==> src/hdl/pod_pkg.sv <==
`default_nettype none

package pod_pkg;

  localparam logic [1:0] CSEL_MAGIC  = 2'd0;
  localparam logic [1:0] CSEL_BAYER  = 2'd1;
  localparam logic [1:0] CSEL_RANDOM = 2'd2;
  localparam logic [1:0] CSEL_NONE   = 2'd3;

  localparam logic [1:0] ASEL_MATRIX = 2'd0;
  localparam logic [1:0] ASEL_INVERT = 2'd1;
  localparam logic [1:0] ASEL_RANDOM = 2'd2;
  localparam logic [1:0] ASEL_ZERO   = 2'd3;

  localparam logic [3:0] MODE_RESET      = 4'hf;
  localparam logic [8:0] NO_DITHER_VALUE = 9'd7;
  localparam logic       REG_DITHER_MODE = 1'b0;

  typedef struct packed {
    logic [1:0] x;
    logic [1:0] y;
    logic [7:0] r;
    logic [7:0] g;
    logic [7:0] b;
    logic [8:0] rnd_c;
    logic [2:0] rnd_a;
  } pod_pix_t;

  typedef struct packed {
    logic [7:0] r;
    logic [7:0] g;
    logic [7:0] b;
    logic [2:0] rt;
    logic [2:0] gt;
    logic [2:0] bt;
    logic [8:0] cd;
    logic [2:0] ad;
  } pod_thr_t;

  typedef struct packed {
    logic [7:0] r;
    logic [7:0] g;
    logic [7:0] b;
    logic [8:0] cd;
    logic [2:0] ad;
  } pod_res_t;

  function automatic logic [2:0] magic_entry(input logic [3:0] idx);
    logic [2:0] v;
    case (idx)
      4'd0:  v = 3'd0;
      4'd1:  v = 3'd6;
      4'd2:  v = 3'd1;
      4'd3:  v = 3'd7;
      4'd4:  v = 3'd4;
      4'd5:  v = 3'd2;
      4'd6:  v = 3'd5;
      4'd7:  v = 3'd3;
      4'd8:  v = 3'd3;
      4'd9:  v = 3'd5;
      4'd10: v = 3'd2;
      4'd11: v = 3'd4;
      4'd12: v = 3'd7;
      4'd13: v = 3'd1;
      4'd14: v = 3'd6;
      4'd15: v = 3'd0;
      default: v = 3'd0;
    endcase
    return v;
  endfunction

  function automatic logic [2:0] bayer_entry(input logic [3:0] idx);
    logic [2:0] v;
    case (idx)
      4'd0:  v = 3'd0;
      4'd1:  v = 3'd4;
      4'd2:  v = 3'd1;
      4'd3:  v = 3'd5;
      4'd4:  v = 3'd4;
      4'd5:  v = 3'd0;
      4'd6:  v = 3'd5;
      4'd7:  v = 3'd1;
      4'd8:  v = 3'd3;
      4'd9:  v = 3'd7;
      4'd10: v = 3'd2;
      4'd11: v = 3'd6;
      4'd12: v = 3'd7;
      4'd13: v = 3'd3;
      4'd14: v = 3'd6;
      4'd15: v = 3'd2;
      default: v = 3'd0;
    endcase
    return v;
  endfunction

endpackage

`default_nettype wire

==> src/hdl/pixel_ordered_dither_unit.sv <==
// channel  direction  handshake              payload
// in       input      in_valid / in_stall    pixel_x pixel_y red/green/blue_in random_*
// out      output     out_valid / out_stall  red/green/blue_out color/alpha_dither_value
// cfg      input      APB, pready tied high  dither_mode at address 0
//
// Three register stages: input capture, dither select, round. One item per cycle
// sustained while out_stall is low; rate is set by the per-stage registers.
// Each stage moves when the stage after it is empty or moving, so bubbles fill
// under out_stall and in_stall rises only when all three stages hold items.
// Synchronous reset empties the pipe and sets dither_mode to 15.
`default_nettype none

module pixel_ordered_dither_unit
  import pod_pkg::*;
(
  input  wire logic       clk,
  input  wire logic       rst_n,
  input  wire logic       in_valid,
  output logic            in_stall,
  input  wire logic [1:0] in_pixel_x,
  input  wire logic [1:0] in_pixel_y,
  input  wire logic [7:0] in_red_in,
  input  wire logic [7:0] in_green_in,
  input  wire logic [7:0] in_blue_in,
  input  wire logic [8:0] in_random_color,
  input  wire logic [2:0] in_random_alpha,
  output logic            out_valid,
  input  wire logic       out_stall,
  output logic [7:0]      out_red_out,
  output logic [7:0]      out_green_out,
  output logic [7:0]      out_blue_out,
  output logic [8:0]      out_color_dither_value,
  output logic [2:0]      out_alpha_dither_value,
  input  wire logic       cfg_psel,
  input  wire logic       cfg_penable,
  input  wire logic       cfg_pwrite,
  input  wire logic [2:0] cfg_paddr,
  input  wire logic [31:0] cfg_pwdata,
  output logic [31:0]     cfg_prdata,
  output logic            cfg_pready
);

  logic [3:0] mode_r;
  logic [3:0] mode_nxt;
  logic       cfg_wr;

  logic     va_r, vb_r, vc_r;
  logic     en_a, en_b, en_c;
  pod_pix_t pa_r;
  pod_thr_t tb_r;
  pod_res_t rc_r;
  pod_thr_t tb_nxt;
  pod_res_t rc_nxt;

  assign cfg_pready = 1'b1;
  assign cfg_wr     = cfg_psel && cfg_penable && cfg_pwrite && cfg_pready;
  assign mode_nxt   = (cfg_wr && cfg_paddr[2] == REG_DITHER_MODE) ? cfg_pwdata[3:0] : mode_r;
  assign cfg_prdata = (cfg_paddr[2] == REG_DITHER_MODE) ? {28'd0, mode_r} : 32'd0;

  always_ff @(posedge clk) begin
    if (!rst_n) begin
      mode_r <= MODE_RESET;
    end else begin
      mode_r <= mode_nxt;
    end
  end

  assign en_c     = !vc_r || !out_stall;
  assign en_b     = !vb_r || en_c;
  assign en_a     = !va_r || en_b;
  assign in_stall = !en_a;

  pod_sel u_sel (
    .mode (mode_r),
    .pix  (pa_r),
    .thr  (tb_nxt)
  );

  pod_round u_round (
    .thr (tb_r),
    .res (rc_nxt)
  );

  always_ff @(posedge clk) begin
    if (!rst_n) begin
      va_r <= 1'b0;
      vb_r <= 1'b0;
      vc_r <= 1'b0;
    end else begin
      if (en_a) va_r <= in_valid;
      if (en_b) vb_r <= va_r;
      if (en_c) vc_r <= vb_r;
    end
  end

  always_ff @(posedge clk) begin
    if (en_a) begin
      pa_r.x     <= in_pixel_x;
      pa_r.y     <= in_pixel_y;
      pa_r.r     <= in_red_in;
      pa_r.g     <= in_green_in;
      pa_r.b     <= in_blue_in;
      pa_r.rnd_c <= in_random_color;
      pa_r.rnd_a <= in_random_alpha;
    end
    if (en_b) tb_r <= tb_nxt;
    if (en_c) rc_r <= rc_nxt;
  end

  assign out_valid              = vc_r;
  assign out_red_out            = rc_r.r;
  assign out_green_out          = rc_r.g;
  assign out_blue_out           = rc_r.b;
  assign out_color_dither_value = rc_r.cd;
  assign out_alpha_dither_value = rc_r.ad;

endmodule

`default_nettype wire

==> src/hdl/pod_sel.sv <==
`default_nettype none

module pod_sel
  import pod_pkg::*;
(
  input  wire logic [3:0] mode,
  input  wire pod_pix_t   pix,
  output pod_thr_t        thr
);

  logic [1:0] csel;
  logic [1:0] asel;
  logic [3:0] idx;
  logic [2:0] mat;
  logic [8:0] cd;
  logic [2:0] ad;

  assign csel = mode[3:2];
  assign asel = mode[1:0];
  assign idx  = {pix.y, pix.x};
  assign mat  = csel[0] ? bayer_entry(idx) : magic_entry(idx);

  always_comb begin
    case (csel)
      CSEL_RANDOM: cd = pix.rnd_c;
      CSEL_NONE:   cd = NO_DITHER_VALUE;
      default:     cd = {6'd0, mat};
    endcase
    case (asel)
      ASEL_MATRIX: ad = mat;
      ASEL_INVERT: ad = ~mat;
      ASEL_RANDOM: ad = pix.rnd_a;
      ASEL_ZERO:   ad = 3'd0;
      default:     ad = 3'd0;
    endcase
  end

  always_comb begin
    thr.r  = pix.r;
    thr.g  = pix.g;
    thr.b  = pix.b;
    thr.cd = cd;
    thr.ad = ad;
    if (csel == CSEL_RANDOM) begin
      thr.rt = cd[2:0];
      thr.gt = cd[5:3];
      thr.bt = cd[8:6];
    end else begin
      thr.rt = cd[2:0];
      thr.gt = cd[2:0];
      thr.bt = cd[2:0];
    end
  end

endmodule

`default_nettype wire

==> src/hdl/pod_round.sv <==
`default_nettype none

module pod_round
  import pod_pkg::*;
(
  input  wire pod_thr_t thr,
  output pod_res_t      res
);

  function automatic logic [7:0] dither_chan(input logic [7:0] c, input logic [2:0] t);
    logic [7:0] up;
    logic [4:0] hi;
    hi = c[7:3] + 5'd1;
    up = (c[7:3] == 5'h1f) ? 8'hff : {hi, 3'b000};
    return (c[2:0] > t) ? up : c;
  endfunction

  assign res.r  = dither_chan(thr.r, thr.rt);
  assign res.g  = dither_chan(thr.g, thr.gt);
  assign res.b  = dither_chan(thr.b, thr.bt);
  assign res.cd = thr.cd;
  assign res.ad = thr.ad;

endmodule

`default_nettype wire

==> config.mk <==
export PLATFORM = sky130hd
export DESIGN_NAME = pixel_ordered_dither_unit
export DESIGN_NICKNAME = d
export VERILOG_FILES = /design/src/hdl/pod_pkg.sv /design/src/hdl/pixel_ordered_dither_unit.sv /design/src/hdl/pod_sel.sv /design/src/hdl/pod_round.sv
export SDC_FILE = /design/constraint.sdc
export NUM_CORES = 1
export LEC_CHECK = 0
export BUFFER_PORTS_ARGS = -buffer_cell sky130_fd_sc_hd__buf_2
export CAP_MARGIN = 30
export CORE_ASPECT_RATIO = 0.7
export CORE_MARGIN = 10
export CORE_UTILIZATION = 45
export CTS_BUF_LIST = sky130_fd_sc_hd__clkbuf_8
export DETAILED_ROUTE_END_ITERATION = 6
export HOLD_SLACK_MARGIN = 0.06
export PLACE_DENSITY = 0.67
export SYNTH_ARGS = -nofsm -noshare
export SYNTH_HDL_FRONTEND = slang
export SYNTH_SLANG_ARGS = --single-unit
==> constraint.sdc <==
create_clock -name clk -period 2.22 [get_ports clk]
set_input_delay 0.111 -clock clk [delete_from_list [all_inputs] [get_ports clk]]
set_output_delay 0.111 -clock clk [all_outputs]
set_load 0.1 [all_outputs]
# Word-level counts from Yosys, hierarchy flattened
# Memories as Yosys holds them, arrays and structs flattened. A register that Yosys moved wholly into a read port is not among the register bits.
# Index checks and enable logic that the tools add are counted.
[word_totals]
ff_bits = 128
rom_bits = 96
input_bits = 82
output_inout_bits = 71
wordCells = 67
n_memories = 2
[mem_list]
columns = ["name", "depth", "word_bits", "read_ports", "rd_clocked_by_memory_dff", "wr", "line", "rtl"]
rows = [
  ["(no name shown)", 16, 3, 1, 1, 0, "pod_pkg.sv:50", "case (idx)"],
  ["(no name shown)", 16, 3, 1, 1, 0, "pod_pkg.sv:74", "case (idx)"],
]
[classes]
add_sub_neg = 3
n_lt_le_gt_ge = 3
eq_ne = 8
mux = 13
bitwise = 2
reduce_logical = 12
[op_table]
columns = ["cell", "n"]
rows = [
  ["2-to-1 mux 8 bit", 6],
  ["case mux 9 bit (2 select lines)", 1],
  ["adder 5 x 1 -> 5 bit, second input constant", 3],
  ["equality test 5 bit, second input constant", 3],
  ["2-to-1 mux 4 bit", 3],
  ["case mux 3 bit (4 select lines)", 1],
  ["greater-than comparator 3 bit", 3],
  ["equality test 2 bit, second input constant", 4],
  ["2-to-1 mux 6 bit", 1],
  ["zero test 1 bit", 5],
  ["logical AND 1 bit", 3],
  ["logical OR 1 bit", 3],
  ["2-to-1 mux 3 bit", 1],
  ["NOT 3 bit", 1],
  ["equality test 2 x 1 -> 1 bit, second input constant", 1],
  ["zero test 2 bit", 1],
  ["NOT 1 bit", 1],
]

# Longest topological paths before layout
# Gate-level depths: netlist of run 1.
[depth]
word_depth = 5
ltp_mapped = 6
depth_no_buf = 6

# Cells and area by module
# From an unflattened synthesis of run 1, not the netlist that was laid out.
[hier_totals]
cells_unflattened = 365
area_unflattened_um2 = 5377.7
[by_module_without_submodules]
columns = ["mod", "instances", "cells_per_inst", "area_each_um2", "seq_area_each_um2"]
rows = [
  ["pixel_ordered_dither_unit", 1, 187, 4200.3, 3773.6],
  ["pod_round", 1, 108, 709.4, 0.0],
  ["pod_sel", 1, 70, 467.9, 0.0],
]

# Least setup slack after synthesis of run 1
# Ideal clock, no wire load.
[synth_path]
path_kind = "register to register"
from = "register vc_r, in the netlist out_valid"
to = "register (tool-made name)"
setup_time_ps = 122
t_arrival_ps = 2988
slack_ps = -890
stages_incl_launch_ff = 5
path_buffers = 0
path_cell_list = "dfxtp_1 -> and3_1 -> nand2_2 -> inv_1 -> mux2_2"
[synth_rtl]
columns = ["item", "line", "rtl"]
rows = [
  ["from (decl)", "pixel_ordered_dither_unit.sv:47", "logic va_r, vb_r, vc_r;"],
  ["from (signal assigned)", "pixel_ordered_dither_unit.sv:92", "if (en_c) vc_r <= vb_r;"],
]

# Worst setup path after layout of run 1
[layout_path]
from = "register vc_r, in the netlist out_valid"
to = "output in_stall"
[layout_between]
elab_chain_cells = 5
[layout_rtl]
columns = ["item", "line", "rtl"]
rows = [
  ["zero test 1 bit", "pixel_ordered_dither_unit.sv:68", "assign en_c = !vc_r || !out_stall;"],
  ["logical OR 1 bit", "pixel_ordered_dither_unit.sv:68", ""],
  ["logical OR 1 bit", "pixel_ordered_dither_unit.sv:69", "assign en_b = !vb_r || en_c;"],
  ["logical OR 1 bit", "pixel_ordered_dither_unit.sv:70", "assign en_a = !va_r || en_b;"],
  ["zero test 1 bit", "pixel_ordered_dither_unit.sv:71", "assign in_stall = !en_a;"],
  ["to (decl)", "pixel_ordered_dither_unit.sv:19", "output logic in_stall,"],
]
# No other way between the ends.

==> results of run 1 <==
[synth_stat cells]
cell | count | share of area [%]
nand4_1 | 5 | 0.60
nand2_2 | 1 | 0.12
nor2_2 | 1 | 0.12
or2_2 | 2 | 0.24
nand4b_1 | 1 | 0.17
nand2_1 | 16 | 1.2
a41o_1 | 2 | 0.38
nor3_1 | 2 | 0.19
nand3_1 | 9 | 0.86
o22a_1 | 3 | 0.50
o21a_1 | 4 | 0.58
dfxtp_1 | 12 | 4.6
xor2_1 | 3 | 0.50
a2bb2oi_1 | 1 | 0.17
mux2_2 | 2 | 0.43
and2_1 | 6 | 0.72
and3b_1 | 3 | 0.50
conb_1 | 2 | 0.14
a21boi_0 | 2 | 0.29
a31oi_1 | 4 | 0.48
edfxtp_1 | 118 | 68
and3_1 | 1 | 0.12
inv_1 | 14 | 1.0
nand2b_1 | 8 | 0.96
o21ai_0 | 6 | 0.58
o21a_4 | 2 | 0.58
nor2b_1 | 11 | 1.3
clkbuf_1 | 3 | 0.22
a21oi_1 | 9 | 0.86
nor2_1 | 16 | 1.2
ha_1 | 12 | 2.9
mux2i_1 | 5 | 0.96
a21o_1 | 15 | 2.2
o21ai_1 | 2 | 0.19
buf_2 | 1 | 0.096
xnor2_1 | 3 | 0.50
buf_4 | 29 | 4.2
o21ai_4 | 1 | 0.31
mux2_4 | 3 | 0.86
a211oi_1 | 2 | 0.29
[worst register-to-register path, delay by kind of cell (launching register included)]
| family | cells | cell delay, ns |
|---|---|---|
| flip-flops | 1 | 0.33 |
| AND/OR/NAND/NOR | 2 | 0.56 |
| buffers and inverters | 2 | 0.75 |
| AO/OA/AOI/OAI | 1 | 0.18 |
[worst min-delay path by stage]
stage | startpoint | end | depth (start not counted)
4_1_cts | cfg_penable | mode_r[1]$_SDFFE_PN1P_ | 4
5_1_grt | cfg_penable | mode_r[1]$_SDFFE_PN1P_ | 4
3_5_place_dp | in_random_color[8] | pa_r[11]$_DFFE_PN_ | 1
3_3_place_gp | in_green_in[5] | pa_r[25]$_DFFE_PN_ | 1
6_report | cfg_penable | mode_r[1]$_SDFFE_PN1P_ | 4
2_1_floorplan | rst_n | mode_r[0]$_SDFFE_PN1P_ | 1
[flip-flops by register name, summed over array words and instances (netlist names), named ones only]
| signal | count |
|---|---|
| out_alpha_dither_value | 3 |
| out_red_out | 8 |
| out_green_out | 8 |
| out_blue_out | 8 |
| out_color_dither_value | 9 |
| vb_r | 1 |
| out_valid | 1 |
| va_r | 1 |
| pa_r | 40 |
| mode_r | 4 |
| tb_r | 42 |
[logic make-up (layout without fill, tap and decap cells)]
logic type / count (synthesis) / count (layout) / share of synthesized area (%)
DFF: 130 / 130 / 72.6
buffers and inverters: 47 / 191 / 5.50
AOI/OAI and AO/OA: 53 / 53 / 7.37
and+or+nand+nor: 82 / 82 / 8.24
other: 2 / 29 / 0.144
adders and majority gates: 12 / 12 / 2.88
muxes: 10 / 10 / 2.26
xor gates and xnor gates: 6 / 6 / 1.01
[cells in the final DEF (no fill, tap or decap), drive strengths merged, types with 6 or more instances in the layout]
cell	synthesis	routed
clkbuf	3	20
edfxtp	118	118
dfxtp	12	12
nand2	17	17
nor2	17	17
nand2b	8	8
ha	12	12
and2	6	6
nand3	9	9
nor2b	11	11
clkinv	0	7
a21o	15	15
o21ai	9	9
buf	30	95
a21oi	9	9
conb	2	29
inv	14	15
o21a	6	6
dlygate4sd3	0	50
[area by class of cell]
class	instances	area [µm²]
timing repair buffer	145	993
tap	153	191
inverter	14	56.3
clock inverter	12	115
fill	878	4500
sequential	130	3780
clock buffer	20	275
multi-input combinational	192	1260
[report_power, final]
group	switching (mW)	internal, mW
sequential	0.0616	2.80
clock	0.862	1.07
combinational	0.742	0.199
total	1.67	4.07
[stage by stage]
stage	worst slack [ns]	util, %	cells
floorplan	0.0505	-	369
finish	0.144	59.7	666
global route	0.00484	59.7	666
CTS	0.0919	59.7	666
detailed placement	0.356	51.8	584
global placement	0.402	51.8	584
[what timing repair did]
| action | 4_1_cts | 5_1_grt |
|---|---|---|
| hold endpoints to repair | 52 | 0 |
| resized for setup | 0 | 0 |
| hold buffers | 50 | 0 |
| setup endpoints to repair | 0 | 0 |
[per-layer routing]
metal  vias to the layer above  track usage (%)  share of wire, %
met3                        10             4.72               6.9
li1                       1520                -                 -
met1                      1440             14.1                42
met5                         -                0                 0
met2                        83             21.0                50
met4                         0             4.30              0.92
==> results.py, run 1 <==
metrics = {
    "clocking": {
        "clock_latency_ns": 0.42,
        "clk_pin_slew_ns": 0.07,
        "cts_tree": "yes",
        "numCtsBuffers": 17,
        "htree_levels": 4,
        "post_cts_buffers": 0,
        "clk_path_buf_depth": 2,
        "cts.sinks": 130,
        "cts_root_buf": "clkbuf_8",
    },
    "grt": {
        "antenna_found_initial": 0,
        "overflow": 0,
        "grt_pass1_wl_um": 15700,
        "grt.total_usage_pct": 12.3,
        "grt_max_degree": 49,
        "grt_pass1_vias": 3158,
    },
    "critical_path": {
        "cp.required_ns": 2.11,
        "critPathSlowestCell": "buf_2",
        "crit_path_cell_trace": "and3_1, nand2_8, clkinvlp_4, buf_2",
        "r2r_cells": 5,
        "r2r_start": "out_valid$_SDFFE_PN0P_",
        "timing.rr.end": "va_r$_SDFFE_PN0N_",
        "cp_num_cells": 4,
        "reg2reg_slack_ns": 0.28,
        "cp-startpoint": "out_valid$_SDFFE_PN0P_",
        "worstSetupEndpoint": "in_stall",
        "crit_type": "flop to primary output",
        "slowest_delay_ns": 0.43,
        "cp_max_fo": 48,
        "worst-path-buf-inv": 2,
        "arrival_ns": 1.97,
        "critical-path-top-delay-family": "buffers and inverters",
        "startpoint_type": "flop",
        "end_kind": "primary output",
    },
    "sta": {
        "setup_viol": 0,
        "maxSlewViolCount": 0,
        "fmax_mhz": 482,
        "hold_violations": 0,
        "period_minus_slack_ns": 2.08,
        "slew_headroom_pct": 63.5,
        "rsz0062_at_grt": "false",
        "tightest_slew_ns": 0.547,
        "fin_crit_sh_pct": 93.5,
        "final.setup.tns_ns": 0,
        "hold_ws_ns": 0.241,
        "clock_skew_ns": 0.0111,
    },
    "logic_synthesis": {
        "syn_inst": 342,
        "syn_area_per_cell_um2": 15.2,
        "yosysSeqAreaShare_pct": 72.6,
        "synth-seq-cells": 130,
        "ys_types": 40,
        "syn-cell-area_um2": 5210,
        "synth_warnings": 0,
    },
    "detailed_routing": {
        "dr.first_iter.drc_count": 106,
        "route.antenna.remaining_nets": 0,
        "post_drt_via_cell_ratio": 4.58,
        "drtPass1Iterations": 4,
        "routedWlPerCell_um": 14.7,
        "drc": 0,
        "vias": 3053,
        "routed_wl_um": 9790,
    },
    "floorplan": {
        "die-area_um2": 16400,
        "io_pins": 153,
        "design.core.area_um2": 11200,
        "die_h_um": 110,
        "die_x_um": 149,
        "start_util_pct": 46.7,
        "num_rows": 32,
    },
    "power": {
        "cellPowerDensity_nw_per_um2": 860,
        "leakagePower_nw": 2.91,
        "ir_worst_vdd_uv": 383,
        "total_power_mw": 5.74,
    },
    "outcome": {
        "status": "complete, no violations",
    },
    "hold_path": {
        "hold_path.class": "primary input to flop",
    },
    "finish": {
        "drive_above_1_share_pct": 27.1,
        "diodes": 0,
        "syn2layout_area_growth_pct": 28.0,
        "design_area_um2": 6670,
        "layout.nets": 594,
    },
    "placement": {
        "hpwl_um": 6630,
        "globalplace.congestion": 0.790,
        "placed_area_um2": 5780,
        "portBuffers": 93,
    },
    "job": {
        "drv_cap": 0,
    },
}
No activity file was read; power rests on OpenSTA's default activity.
==> run 2: changes to the inputs <==
--- a/config.mk
+++ b/config.mk
@@ -7,13 +7,16 @@
 export LEC_CHECK = 0
 export BUFFER_PORTS_ARGS = -buffer_cell sky130_fd_sc_hd__buf_2
 export CAP_MARGIN = 30
+export CELL_PAD_IN_SITES_DETAIL_PLACEMENT = 0
+export CELL_PAD_IN_SITES_GLOBAL_PLACEMENT = 2
 export CORE_ASPECT_RATIO = 0.7
 export CORE_MARGIN = 10
-export CORE_UTILIZATION = 45
+export CORE_UTILIZATION = 36
 export CTS_BUF_LIST = sky130_fd_sc_hd__clkbuf_8
 export DETAILED_ROUTE_END_ITERATION = 6
-export HOLD_SLACK_MARGIN = 0.06
-export PLACE_DENSITY = 0.67
+export HOLD_SLACK_MARGIN = 0.03
+export PLACE_DENSITY = 0.78
+export REMOVE_ABC_BUFFERS = 1
 export SYNTH_ARGS = -nofsm -noshare
 export SYNTH_HDL_FRONTEND = slang
 export SYNTH_SLANG_ARGS = --single-unit
==> run 2 against run 1 <==
Net effect:
- highest routed layer unchanged
- final area is 1.3% higher
- critical path type is now flop to flop
- global-route usage is 1.4 points lower
- fmax is 9.1% higher
- largest cell class unchanged
- die area is 21% higher
- register-to-register slack better by 0.04 ns
- cell count is 6.6% higher
==> results.py, run 2 (synthesized netlist as in run 1, its figures left out) <==
metrics = {
    "outcome": {
        "status": "complete, no violations",
    },
    "placement": {
        "hpwl_um": 7200,
        "portBuffers": 93,
        "globalplace.congestion": 0.745,
    },
    "power": {
        "intPower_mw": 3.99,
        "p_comb_share_pct": 16.6,
        "p_sw_mw": 1.72,
        "clockPowerShare_pct": 33.3,
        "leakagePower_nw": 2.92,
        "ir_worst_vdd_uv": 374,
        "cellPowerDensity_nw_per_um2": 844,
        "pwr-share-seq_pct": 50.1,
        "swShare_pct": 30.1,
    },
    "critical_path": {
        "cp_max_fo": 16,
        "arrival_ns": 2.22,
        "slowest_delay_ns": 0.54,
        "end_kind": "flop",
        "cp.required_ns": 2.54,
        "critical-path-top-delay-family": "buffers and inverters",
        "crit_type": "flop to flop",
        "crit_path_cell_trace": "and3_1, nand2_2, inv_1, o21a_1, dlygate4sd3_1",
        "critPathSlowestCell": "dlygate4sd3_1",
        "startpoint_type": "flop",
        "worst-path-buf-inv": 2,
    },
    "grt": {
        "grt_pass1_wl_um": 16900,
        "grt.total_usage_pct": 10.9,
        "antenna_found_initial": 1,
        "grt_max_degree": 43,
        "overflow": 0,
        "grt_pass1_vias": 3293,
    },
    "finish": {
        "layout.nets": 600,
        "drive_above_1_share_pct": 27.0,
        "fillCellCount": 1257,
        "syn2layout_area_growth_pct": 29.7,
        "final_core_util_pct": 48.1,
        "final_cell_mix": "edfxtp_1, buf_2, dlygate4sd3_1",
        "top_register": "tb_r",
        "layout_commonest_cell": "edfxtp_1",
        "largest_reg_flops": 42,
    },
    "detailed_routing": {
        "routedWlPerCell_um": 14.5,
        "dr.first_iter.drc_count": 147,
        "routed_wl_um": 10300,
        "drc": 0,
        "post_drt_via_cell_ratio": 4.28,
        "drtPass1Iterations": 4,
        "vias": 3036,
        "route.antenna.remaining_nets": 0,
    },
    "sta": {
        "final.setup.tns_ns": 0,
        "maxSlewViolCount": 0,
        "period_minus_slack_ns": 1.90,
        "clock_skew_ns": 0.00889,
        "slew_headroom_pct": 64.9,
        "fmax_mhz": 526,
        "fin_crit_sh_pct": 85.7,
        "tightest_slew_ns": 0.526,
        "hold_violations": 0,
        "rsz0062_at_grt": "false",
        "setup_viol": 0,
    },
    "hold_path": {
        "hold_path.class": "primary input to flop",
    },
    "floorplan": {
        "start_util_pct": 37.1,
        "num_rows": 36,
        "design.core.area_um2": 14100,
        "die_x_um": 164,
        "io_pins": 153,
        "die_h_um": 121,
        "die-area_um2": 19800,
    },
    "clocking": {
        "htree_levels": 4,
        "clk_path_buf_depth": 2,
        "clk_pin_slew_ns": 0.07,
        "cts.sinks": 130,
        "cts_root_buf": "clkbuf_8",
        "clock_latency_ns": 0.42,
        "cts_tree": "yes",
        "numCtsBuffers": 17,
    },
    "job": {
        "drv_cap": 0,
    },
}
-- run 2: cell count changes in the layout (fill, tap and decap cells not counted), sizes merged --
cell / delta
dlygate4sd3: +3
clkinv: +2
buf: +3
clkinvlp: +2
diode: +1
inv: -1
clkbuf: -3
-- run 2: routing by layer --
layer	global-route usage, %	vias to the layer above	wire length [µm]	share of wire, %
li1	-	1526	-	-
met1	12.7	1413	4490	44
met2	17.4	84	4910	48
met3	4.37	13	738	7.2
met4	4.96	0	172	1.7
met5	0	-	0	0
-- run 2: metrics by stage --
| stage | instance area, µm² | power (mW) | std cells | hold WS (ns) | worst slack (ns) |
|---|---|---|---|---|---|
| floorplan | 5080 | 3.64 | 336 | 0.173 | -0.890 |
| global placement | 5850 | 3.78 | 624 | 0.289 | 0.397 |
| detailed placement | 5850 | 3.79 | 624 | 0.289 | 0.373 |
| CTS | 6760 | 5.77 | 709 | 0.357 | 0.296 |
| global route | 6760 | 5.94 | 710 | 0.370 | 0.209 |
| finish | 6760 | 5.70 | 710 | 0.386 | 0.317 |
-- run 2: repair_timing --
item / CTS / global route
buffers inserted: 0 / 0
resized for setup: 0 / 0
endpoints found under the hold margin: 51 / 0
hold buffers: 53 / 0
-- run 2: power by group through the flow --
| stage | sequential [mW] | clock (mW) | combinational (mW) |
|---|---|---|---|
| 2_1_floorplan | 3.27 | 0 | 0.371 |
| 3_3_place_gp | 2.91 | 0 | 0.872 |
| 3_5_place_dp | 2.92 | 0 | 0.877 |
| 4_1_cts | 2.86 | 1.96 | 0.949 |
| 5_1_grt | 2.88 | 2.07 | 0.993 |
| 6_report | 2.86 | 1.90 | 0.946 |
-- run 2: worst paths after layout --
| path | slack (ns) | end | startpoint | depth (start not counted) |
|---|---|---|---|---|
| worst max-delay path | 0.32 | va_r$_SDFFE_PN0N_ | out_valid$_SDFFE_PN0P_ | 5 |
| worst min-delay path | 0.39 | pa_r[23]$_DFFE_PN_ | in_green_in[3] | 2 |
| worst max register to register | 0.32 | va_r$_SDFFE_PN0N_ | out_valid$_SDFFE_PN0P_ | 5 |
| worst min register to register | 0.41 | tb_r[28]$_DFFE_PP_ | pa_r[19]$_DFFE_PN_ | 0 |
-- run 2: layout make-up --
cell class	instances	area (µm²)	area share [%]
Inverter	14	52.6	0.777
Antenna cell	1	2.50	0.0370
Multi-Input combinational cell	192	1240	18.4
Sequential cell	130	3780	56.0
Timing Repair Buffer	151	1060	15.7
Clock buffer	17	234	3.46
Tap cell	190	238	3.52
Clock inverter	15	143	2.11
-- run 2: worst register-to-register path, cell delays in order, from the launching register on --
cell           delay [ns]
dfxtp_1              0.34
and3_1               0.21
nand2_2              0.32
inv_1                0.19
o21a_1               0.20
dlygate4sd3_1        0.54
==> run 3: changes to the inputs <==
--- a/config.mk
+++ b/config.mk
@@ -14,6 +14,7 @@
 export CORE_UTILIZATION = 36
 export CTS_BUF_LIST = sky130_fd_sc_hd__clkbuf_8
 export DETAILED_ROUTE_END_ITERATION = 6
+export GPL_TIMING_DRIVEN = 0
 export HOLD_SLACK_MARGIN = 0.03
 export PLACE_DENSITY = 0.78
 export REMOVE_ABC_BUFFERS = 1
==> run 3 against run 2 <==
Net effect:
- final area is 0.76% lower
- sequential power hardly changed
- die area stayed put
- worst setup slack worse by 0.013 ns
- worst hold slack worse by 0.0053 ns
- register-to-register slack hardly changed
- clock skew is 0.0010 ns higher
- utilization is 0.36 points lower
- global-route usage hardly changed
- highest routed layer unchanged
- cell count is 0.99% lower
- combinational power is 0.5% lower
==> results.py, run 3 (synthesized netlist as in run 1, its figures left out) <==
metrics = {
    "outcome": {
        "status": "complete, no violations",
    },
    "grt": {
        "overflow": 0,
        "antenna_found_initial": 0,
        "grt_max_degree": 43,
        "grt_pass1_vias": 3300,
        "grt_pass1_wl_um": 16700,
        "grt.total_usage_pct": 10.9,
    },
    "critical_path": {
        "r2r_cells": 4,
        "crit_path_cell_trace": "ha_1, and3b_1, o21ai_4, mux2_2",
        "cp_max_fo": 10,
        "end_kind": "flop",
        "crit_type": "flop to flop",
        "timing.rr.end": "out_green_out[3]$_DFFE_PP_",
        "cp.required_ns": 2.40,
        "arrival_ns": 2.10,
        "reg2reg_slack_ns": 0.30,
        "slowest_delay_ns": 0.43,
        "startpoint_type": "flop",
        "cp_num_cells": 4,
        "worst-path-buf-inv": 0,
        "critical-path-top-delay-family": "flip-flops",
        "r2r_start": "tb_r[31]$_DFFE_PP_",
        "critPathSlowestCell": "edfxtp_1",
    },
    "floorplan": {
        "design.core.area_um2": 14100,
        "io_pins": 153,
        "die-area_um2": 19800,
        "num_rows": 36,
        "start_util_pct": 37.1,
        "die_x_um": 164,
        "die_h_um": 121,
    },
    "sta": {
        "tightest_slew_ns": 0.926,
        "hold_ws_ns": 0.381,
        "worst_slack_ns": 0.304,
        "period_minus_slack_ns": 1.92,
        "slew_headroom_pct": 38.0,
        "clock_skew_ns": 0.00991,
        "setup_viol": 0,
        "fin_crit_sh_pct": 86.3,
        "hold_violations": 0,
        "fmax_mhz": 522,
        "rsz0062_at_grt": "false",
        "maxSlewViolCount": 0,
    },
    "finish": {
        "layout_commonest_cell": "edfxtp_1",
        "syn2layout_area_growth_pct": 28.7,
        "top_register": "tb_r",
        "diodes": 0,
        "drive_above_1_share_pct": 26.9,
        "design_area_um2": 6710,
        "largest_reg_flops": 42,
        "final_cell_mix": "edfxtp_1, buf_2, dlygate4sd3_1",
        "layout.nets": 594,
        "fillCellCount": 1265,
    },
    "clocking": {
        "post_cts_buffers": 0,
        "clk_path_buf_depth": 2,
        "clock_latency_ns": 0.43,
        "cts_tree": "yes",
        "cts_root_buf": "clkbuf_8",
        "htree_levels": 4,
        "numCtsBuffers": 17,
        "cts.sinks": 130,
        "clk_pin_slew_ns": 0.08,
    },
    "job": {
        "drv_cap": 0,
    },
    "placement": {
        "portBuffers": 93,
        "post-place-ws_ns": 0.344,
        "hpwl_um": 7080,
        "placed_area_um2": 5810,
        "globalplace.congestion": 0.715,
    },
    "detailed_routing": {
        "routed_wl_um": 10300,
        "drc": 0,
        "post_drt_via_cell_ratio": 4.28,
        "route.antenna.remaining_nets": 0,
        "drtPass1Iterations": 4,
        "vias": 3006,
        "dr.first_iter.drc_count": 149,
        "routedWlPerCell_um": 14.7,
    },
    "hold_path": {
        "hold_depth": 2,
        "hold_path.class": "primary input to flop",
        "min_to": "pa_r[24]$_DFFE_PN_",
        "hold_path.startpoint": "in_green_in[4]",
    },
    "power": {
        "cellPowerDensity_nw_per_um2": 851,
        "total_power_mw": 5.71,
        "leakagePower_nw": 2.91,
        "ir_worst_vdd_uv": 346,
    },
}
==> run 3: changes by cell type in the layout (fill, tap and decap cells not counted) <==
cell / previous run / this run
diode_2: 1 / 0
clkinv_2: 3 / 4
nand2_2: 2 / 1
nand2_4: 0 / 1
buf_12: 2 / 0
buf_16: 0 / 1
clkinv_1: 4 / 1
inv_2: 0 / 1
buf_4: 4 / 1
dlygate4sd3_1: 53 / 51
inv_1: 13 / 14
==> run 3: per-stage QoR <==
stage	instances	util [%]	setup TNS, ns
2_1_floorplan	336	-	-8.81
3_3_place_gp	619	41.1	0
3_5_place_dp	620	41.4	0
4_1_cts	703	47.7	0
5_1_grt	703	47.7	0
6_report	703	47.7	0
==> run 3: power breakdown <==
group | switching (mW) | internal [mW]
combinational | 0.742 | 0.198
clock | 0.924 | 0.985
sequential | 0.0606 | 2.80
==> run 3: final cells by class <==
type / instances / area (µm²) / area share, %
inverter: 14 / 52.6 / 0.783
clock inverter: 15 / 144 / 2.15
clock buffer: 17 / 234 / 3.49
tap: 190 / 238 / 3.54
timing repair buffer: 145 / 1010 / 15.0
multi-input combinational: 192 / 1250 / 18.6
sequential: 130 / 3780 / 56.4
==> run 3: worst max path at each step <==
stage | startpoint | to
finish | tb_r[31]$_DFFE_PP_ | out_green_out[3]$_DFFE_PP_
global route | out_valid$_SDFFE_PN0P_ | in_stall
CTS | out_valid$_SDFFE_PN0P_ | in_stall
detailed placement | tb_r[5]$_DFFE_PP_ | out_red_out[6]$_DFFE_PP_
global placement | out_valid$_SDFFE_PN0P_ | tb_r[27]$_DFFE_PP_
floorplan | out_valid$_SDFFE_PN0P_ | flop
==> run 3: routing by layer <==
| layer | track usage, % | part of all wire [%] |
|---|---|---|
| met5 | 0 | 0 |
| met4 | 5.01 | 1.8 |
| met3 | 4.14 | 6.0 |
| met2 | 17.3 | 47 |
| met1 | 12.8 | 45 |
==> run 3: repair_timing <==
action / in CTS / in global routing
hold endpoints to repair: 51 / 0
hold buffers: 51 / 0
gates resized for setup: 1 / 1
pin swaps: 0 / 0
endpoints found under the setup margin: 1 / 1
